==> config.mk <==
export PLATFORM = sky130hd
export DESIGN_NAME = drt_ctrl
export DESIGN_NICKNAME = d
export VERILOG_FILES = /design/src/sv/drt_pkg.sv /design/src/sv/drt_ctrl.sv
export SDC_FILE = /design/constraint.sdc
export NUM_CORES = 1
export LEC_CHECK = 0
export ABC_AREA = 1
export ABC_CLOCK_PERIOD_IN_PS = 2900
export BUFFER_PORTS_ARGS = -buffer_cell sky130_fd_sc_hd__buf_2
export CORE_MARGIN = 4
export CORE_UTILIZATION = 45
export DETAILED_ROUTE_END_ITERATION = 16
export GPL_TIMING_DRIVEN = 0
export PLACE_DENSITY = 0.79
export SLEW_MARGIN = 40
export SYNTH_ARGS = -nofsm -noshare
export SYNTH_HDL_FRONTEND = slang
export SYNTH_SLANG_ARGS = --single-unit
==> constraint.sdc <==
create_clock -name clk -period 2.9 [get_ports clk]
set_input_delay 0.87 -clock clk [delete_from_list [all_inputs] [get_ports clk]]
set_output_delay 0.87 -clock clk [all_outputs]
set_load 0.01 [all_outputs]
==> src/sv/drt_pkg.sv <==
package drt_pkg;

    localparam int TABLE_DEPTH_DEF = 16;
    localparam logic [31:0] LIFE_INFINITE = 32'hFFFF_FFFF;
    localparam logic [30:0] NEVER_EVENT = 31'h7FFF_FFFF;

    localparam logic CMD_ADD = 1'b0;
    localparam logic CMD_SWEEP = 1'b1;

    typedef struct packed {
        logic [63:0] addr_hi;
        logic [63:0] addr_lo;
        logic [1:0]  pref;
        logic [31:0] stamp;
        logic [31:0] life;
    } entry_t;

    // controller to datapath
    typedef struct packed {
        logic load;        // capture the input beat
        logic scan_clr;    // restart scan index at zero
        logic scan_inc;    // advance scan index
        logic rd;          // read entry at scan index
        logic wr_life;     // overwrite stamp and life at scan index
        logic shift_dn;    // move entry idx+1 to idx
        logic shift_up;    // move entry idx-1 to idx
        logic wr_new;      // write the captured entry at idx
        logic ret_hole;    // return index to the removed slot
        logic cnt_inc;
        logic cnt_dec;
        logic set_pos;     // record the insert position, set index to the count
        logic set_hole;    // remember the slot being removed
        logic note_exp;    // fold current expiry into the minimum
        logic set_changed;
        logic set_full;
        logic done;        // present the result
    } drt_cmd_t;

    // datapath to controller
    typedef struct packed {
        logic is_sweep;
        logic life_zero;
        logic scan_end;    // scan index has reached the count
        logic hit;         // read entry matches the address
        logic pref_same;
        logic lower_pref;  // read entry less preferred than new one
        logic rd_inf;
        logic rd_expired;
        logic full;
        logic shift_end;   // shift index reached its end
    } drt_stat_t;

endpackage

==> src/sv/drt_ctrl.sv <==
module drt_ctrl
    import drt_pkg::*;
(
    input  logic      clk,
    input  logic      rst_n,
    input  logic      start,
    output logic      busy,
    input  drt_stat_t stat,
    output drt_cmd_t  cmd
);

    typedef enum logic [10:0] {
        S_IDLE    = 11'b00000000001,
        S_FIND_RD = 11'b00000000010,
        S_FIND    = 11'b00000000100,
        S_DROP    = 11'b00000001000,
        S_POS_RD  = 11'b00000010000,
        S_POS     = 11'b00000100000,
        S_OPEN    = 11'b00001000000,
        S_PUT     = 11'b00010000000,
        S_SW_RD   = 11'b00100000000,
        S_SW      = 11'b01000000000,
        S_DONE    = 11'b10000000000
    } state_t;

    state_t state_reg, state_next;
    logic   sw_drop_reg, sw_drop_next;

    assign busy = (state_reg != S_IDLE);

    always_comb
    begin
        state_next = state_reg;
        sw_drop_next = sw_drop_reg;
        cmd = '0;
        case (state_reg)
            S_IDLE:
            begin
                if (start)
                begin
                    cmd.load = 1'b1;
                    cmd.scan_clr = 1'b1;
                    state_next = S_FIND_RD;
                end
            end
            S_FIND_RD:
            begin
                if (stat.is_sweep)
                begin
                    state_next = S_SW_RD;
                end
                else if (stat.scan_end)
                begin
                    if (stat.life_zero)
                        state_next = S_DONE;
                    else
                    begin
                        cmd.scan_clr = 1'b1;
                        state_next = S_POS_RD;
                    end
                end
                else
                begin
                    cmd.rd = 1'b1;
                    state_next = S_FIND;
                end
            end
            S_FIND:
            begin
                if (stat.hit)
                begin
                    if (stat.life_zero)
                    begin
                        cmd.set_changed = 1'b1;
                        sw_drop_next = 1'b0;
                        state_next = S_DROP;
                    end
                    else if (!stat.pref_same)
                    begin
                        sw_drop_next = 1'b0;
                        state_next = S_DROP;
                    end
                    else
                    begin
                        cmd.wr_life = 1'b1;
                        state_next = S_DONE;
                    end
                end
                else
                begin
                    cmd.scan_inc = 1'b1;
                    state_next = S_FIND_RD;
                end
            end
            S_DROP:
            begin
                // close the gap one entry per cycle
                if (stat.shift_end)
                begin
                    cmd.cnt_dec = 1'b1;
                    if (sw_drop_reg)
                    begin
                        // resume the sweep at the slot that now holds the next entry
                        cmd.ret_hole = 1'b1;
                        state_next = S_SW_RD;
                    end
                    else if (stat.life_zero)
                        state_next = S_DONE;
                    else
                    begin
                        cmd.scan_clr = 1'b1;
                        state_next = S_POS_RD;
                    end
                end
                else
                begin
                    cmd.shift_dn = 1'b1;
                end
            end
            S_POS_RD:
            begin
                if (stat.full)
                begin
                    cmd.set_full = 1'b1;
                    state_next = S_DONE;
                end
                else if (stat.scan_end)
                begin
                    cmd.set_pos = 1'b1;
                    state_next = S_OPEN;
                end
                else
                begin
                    cmd.rd = 1'b1;
                    state_next = S_POS;
                end
            end
            S_POS:
            begin
                if (stat.lower_pref)
                begin
                    cmd.set_pos = 1'b1;
                    state_next = S_OPEN;
                end
                else
                begin
                    cmd.scan_inc = 1'b1;
                    state_next = S_POS_RD;
                end
            end
            S_OPEN:
            begin
                if (stat.shift_end)
                    state_next = S_PUT;
                else
                    cmd.shift_up = 1'b1;
            end
            S_PUT:
            begin
                cmd.wr_new = 1'b1;
                cmd.cnt_inc = 1'b1;
                cmd.set_changed = 1'b1;
                state_next = S_DONE;
            end
            S_SW_RD:
            begin
                if (stat.scan_end)
                    state_next = S_DONE;
                else
                begin
                    cmd.rd = 1'b1;
                    state_next = S_SW;
                end
            end
            S_SW:
            begin
                if (stat.rd_inf)
                begin
                    cmd.scan_inc = 1'b1;
                    state_next = S_SW_RD;
                end
                else if (stat.rd_expired)
                begin
                    cmd.set_changed = 1'b1;
                    cmd.set_hole = 1'b1;
                    sw_drop_next = 1'b1;
                    state_next = S_DROP;
                end
                else
                begin
                    cmd.note_exp = 1'b1;
                    cmd.scan_inc = 1'b1;
                    state_next = S_SW_RD;
                end
            end
            S_DONE:
            begin
                cmd.done = 1'b1;
                state_next = S_IDLE;
            end
            default:
            begin
                state_next = S_IDLE;
            end
        endcase
        if (state_reg == S_FIND && stat.hit && !stat.pref_same)
            cmd.set_hole = 1'b1;
        if (state_reg == S_FIND && stat.hit && stat.life_zero)
            cmd.set_hole = 1'b1;
    end

    always_ff @(posedge clk or negedge rst_n)
    begin
        if (!rst_n)
        begin
            state_reg <= S_IDLE;
            sw_drop_reg <= 1'b0;
        end
        else
        begin
            state_reg <= state_next;
            sw_drop_reg <= sw_drop_next;
        end
    end

endmodule

==> impl_metrics.py <==
metrics = {
    "routing": {
        "drcViolationCount": 0,
        "ant_nets": 0,
        "drtIter0Drc": 35,
        "drt-pass1-iter-count": 4,
        "drt-wirelength-per-cell_microns": 11.5,
        "vias_per_cell": 4.89,
        "vias": 1062,
        "wl_microns": 2500,
    },
    "grt": {
        "grt_start_max_net_pins": 13,
        "grt_first_pass_wirelength_microns": 4150,
        "grt_overflow": 0,
        "grt_pass1_vias": 983,
        "grt_usage": 0.194,
        "antenna_found_initial": 0,
    },
    "logic_synthesis": {
        "synth_nets": 169,
        "yosys_warnings": 0,
        "syn_avg_cell_area_sq_um": 6.38,
        "yosys.area.top_type": "dfrtp_1",
        "async_flop_share": 1.00,
        "ys_types": 27,
        "ys.flop_type": "dfrtp_1",
        "yosysTopAreaCellShare": 0.276,
        "synthTopCellsByArea": "dfrtp_1 (28%), nand2_1 (13%), nor2_1 (11%)",
        "synth_edf_count": 0,
        "yosysSeqAreaShare": 0.303,
        "ys_seq_elements": 12,
        "syn_inst": 156,
        "syn_area_sq_um": 996,
    },
    "place": {
        "io_buffers": 30,
        "dp.cells": 213,
        "place_congestion": 0.945,
        "post-place-ws_ns": 0.479,
        "post-dp-hpwl_microns": 2100,
    },
    "finish": {
        "final_cells": 217,
        "drive_above_1_share": 0.295,
        "nFillCells": 188,
        "largest_reg_flops": 11,
        "multiInputGateArea_sq_um": 578,
        "insertedDiodeCount": 0,
        "final_nets": 204,
        "ff_latch_area_sq_um": 302,
        "area_delta_synth_final_pct": 21.1,
    },
    "timing": {
        "slew_headroom": 0.736,
        "fin_tns_setup_ns": 0,
        "grt_setup_unrepaired": "false",
        "fin_ws_ns": 0.269,
        "hold_slack_ns": 0.443,
        "skew_ns": 0.0148,
        "min_period_over_period": 0.907,
        "final.min_clock_period_ns": 2.63,
        "hold_violations": 0,
        "fmax_mhz": 380,
        "maxSlewViolCount": 0,
        "tightest_slew_ns": 0.393,
        "setup_violations": 0,
    },
    "worst_setup_path": {
        "end_kind": "primary output",
        "cp-start-kind": "flip-flop",
        "worstPathMaxFanout": 4,
        "cpPeakStageDelay_ns": 0.39,
        "cp.required_ns": 2.03,
        "critical_path_class": "flip-flop to primary output",
        "cp_cell_sequence": "nor2_1 -> nand2_2 -> nor3_1 -> nand2_1 -> o211ai_1 -> buf_2",
        "worstPathArrival_ns": 1.76,
        "r2r_cells": 7,
        "crit_slowest_cell": "dfrtp_1",
    },
    "run_status": {
        "outcome": "finished, final reports clean",
    },
    "clock_tree": {
        "numCtsBuffers": 3,
        "clk_pin_slew_ns": 0.09,
        "tritoncts": "yes",
        "clock_path_buffers": 2,
        "clk_latency_ns": 0.28,
        "cts_root_buf": "clkbuf_4",
        "holdBufCountCts": 0,
        "clock_sinks": 12,
        "post-cts-setup-buffer-count": 0,
        "cts_max_level": 1,
        "cts_resized": 0,
    },
    "job": {
        "maxCapViolations": 0,
    },
    "floorplanning": {
        "start_util": 0.493,
        "die_x_microns": 55.0,
        "core_sq_um": 2020,
        "die_y_microns": 55.0,
        "pin_count": 31,
        "die_area_sq_um": 3030,
        "std_cell_rows": 16,
    },
    "power_and_ir_drop": {
        "ir_drop_mv": 0.246,
        "power_leakage_nw": 0.760,
        "p_per_area_nw_per_um2": 504,
    },
    "hold_path": {
        "hold_class": "primary input to asynchronous set/reset pin",
    },
}
==> worst max-delay path, delay by kind of cell (launching register included) <==
family | cells | cell delay [ns]
buf+inv | 1 | 0.15
simple gates | 4 | 0.83
flops | 1 | 0.39
compound gates | 1 | 0.11
==> synthesized netlist by cell type (2+ instances only) <==
library cell  number
dfrtp_1           11
inv_1             28
nand2_1           34
nand2_2            6
nand2_4            3
nand3_1           11
nand4_1            3
nor2_1            30
nor2_2             6
nor2_4             2
nor3_1             6
==> metrics by stage <==
stage / power, W / utilization / area [sq um]
after floorplan: 0.000418 / - / 996
after global placement: 0.000488 / 0.584 / 1180
after detailed placement: 0.000495 / 0.584 / 1180
after CTS: 0.000606 / 0.597 / 1210
after global routing: 0.000657 / 0.597 / 1210
final: 0.000607 / 0.597 / 1210
==> metal layers <==
metal,up-vias,share of wire,track usage
li1,554,-,-
met1,471,0.42,0.257
met2,33,0.51,0.313
met3,4,0.055,0.0349
met4,0,0.010,0.0729
met5,-,0,0
==> logic make-up (layout without fill, tap and decap cells) <==
family	Yosys count	after routing	synth area share
simple gates	107	107	0.538
compound gates	7	7	0.0427
flops	12	12	0.303
buf+inv	30	64	0.117
==> cells in the final DEF (no fill, tap or decap), types with 2 or more instances in the layout <==
master and instances:
nand2_4 3, nor2_1 30, nand2_1 34, nor3_1 6, nand3_1 11, nand2_2 6, nor2_4 2, buf_2 30
dfrtp_1 11, nor2_2 6, clkbuf_4 3, nand4_1 3, inv_1 28
==> report_power, final <==
group / switching (W) / internal, W / leakage [nW]
registers: 0.0000162 / 0.000192 / 0.161
logic: 0.000187 / 0.0000972 / 0.584
clock network: 0.0000609 / 0.0000533 / 0.0150
==> final timing paths <==
path                                                from                        to  slack, ns
worst max-delay path            state_reg[1]$_DFFE_PN0P_                   cmd[14]       0.27
worst min-delay path                               rst_n  state_reg[9]$_DFFE_PN0P_       0.44
worst max register to register  state_reg[1]$_DFFE_PN0P_  state_reg[4]$_DFFE_PN0P_       1.33
worst min register to register  state_reg[0]$_DFFE_PN1P_  state_reg[0]$_DFFE_PN1P_       0.63
max in group asynchronous                          rst_n  state_reg[0]$_DFFE_PN1P_       2.17
min in group clk                state_reg[0]$_DFFE_PN1P_  state_reg[0]$_DFFE_PN1P_       0.63
==> layout make-up <==
type | count | share of cell area
Buffer | 1 | 0.00622
Clock buffer | 4 | 0.0218
Inverter | 29 | 0.0902
Multi-Input combinational cell | 114 | 0.479
Sequential cell | 12 | 0.250
Tap cell | 27 | 0.0280
Timing Repair Buffer | 30 | 0.124
Note: power is estimated with default switching activity, not from simulation.
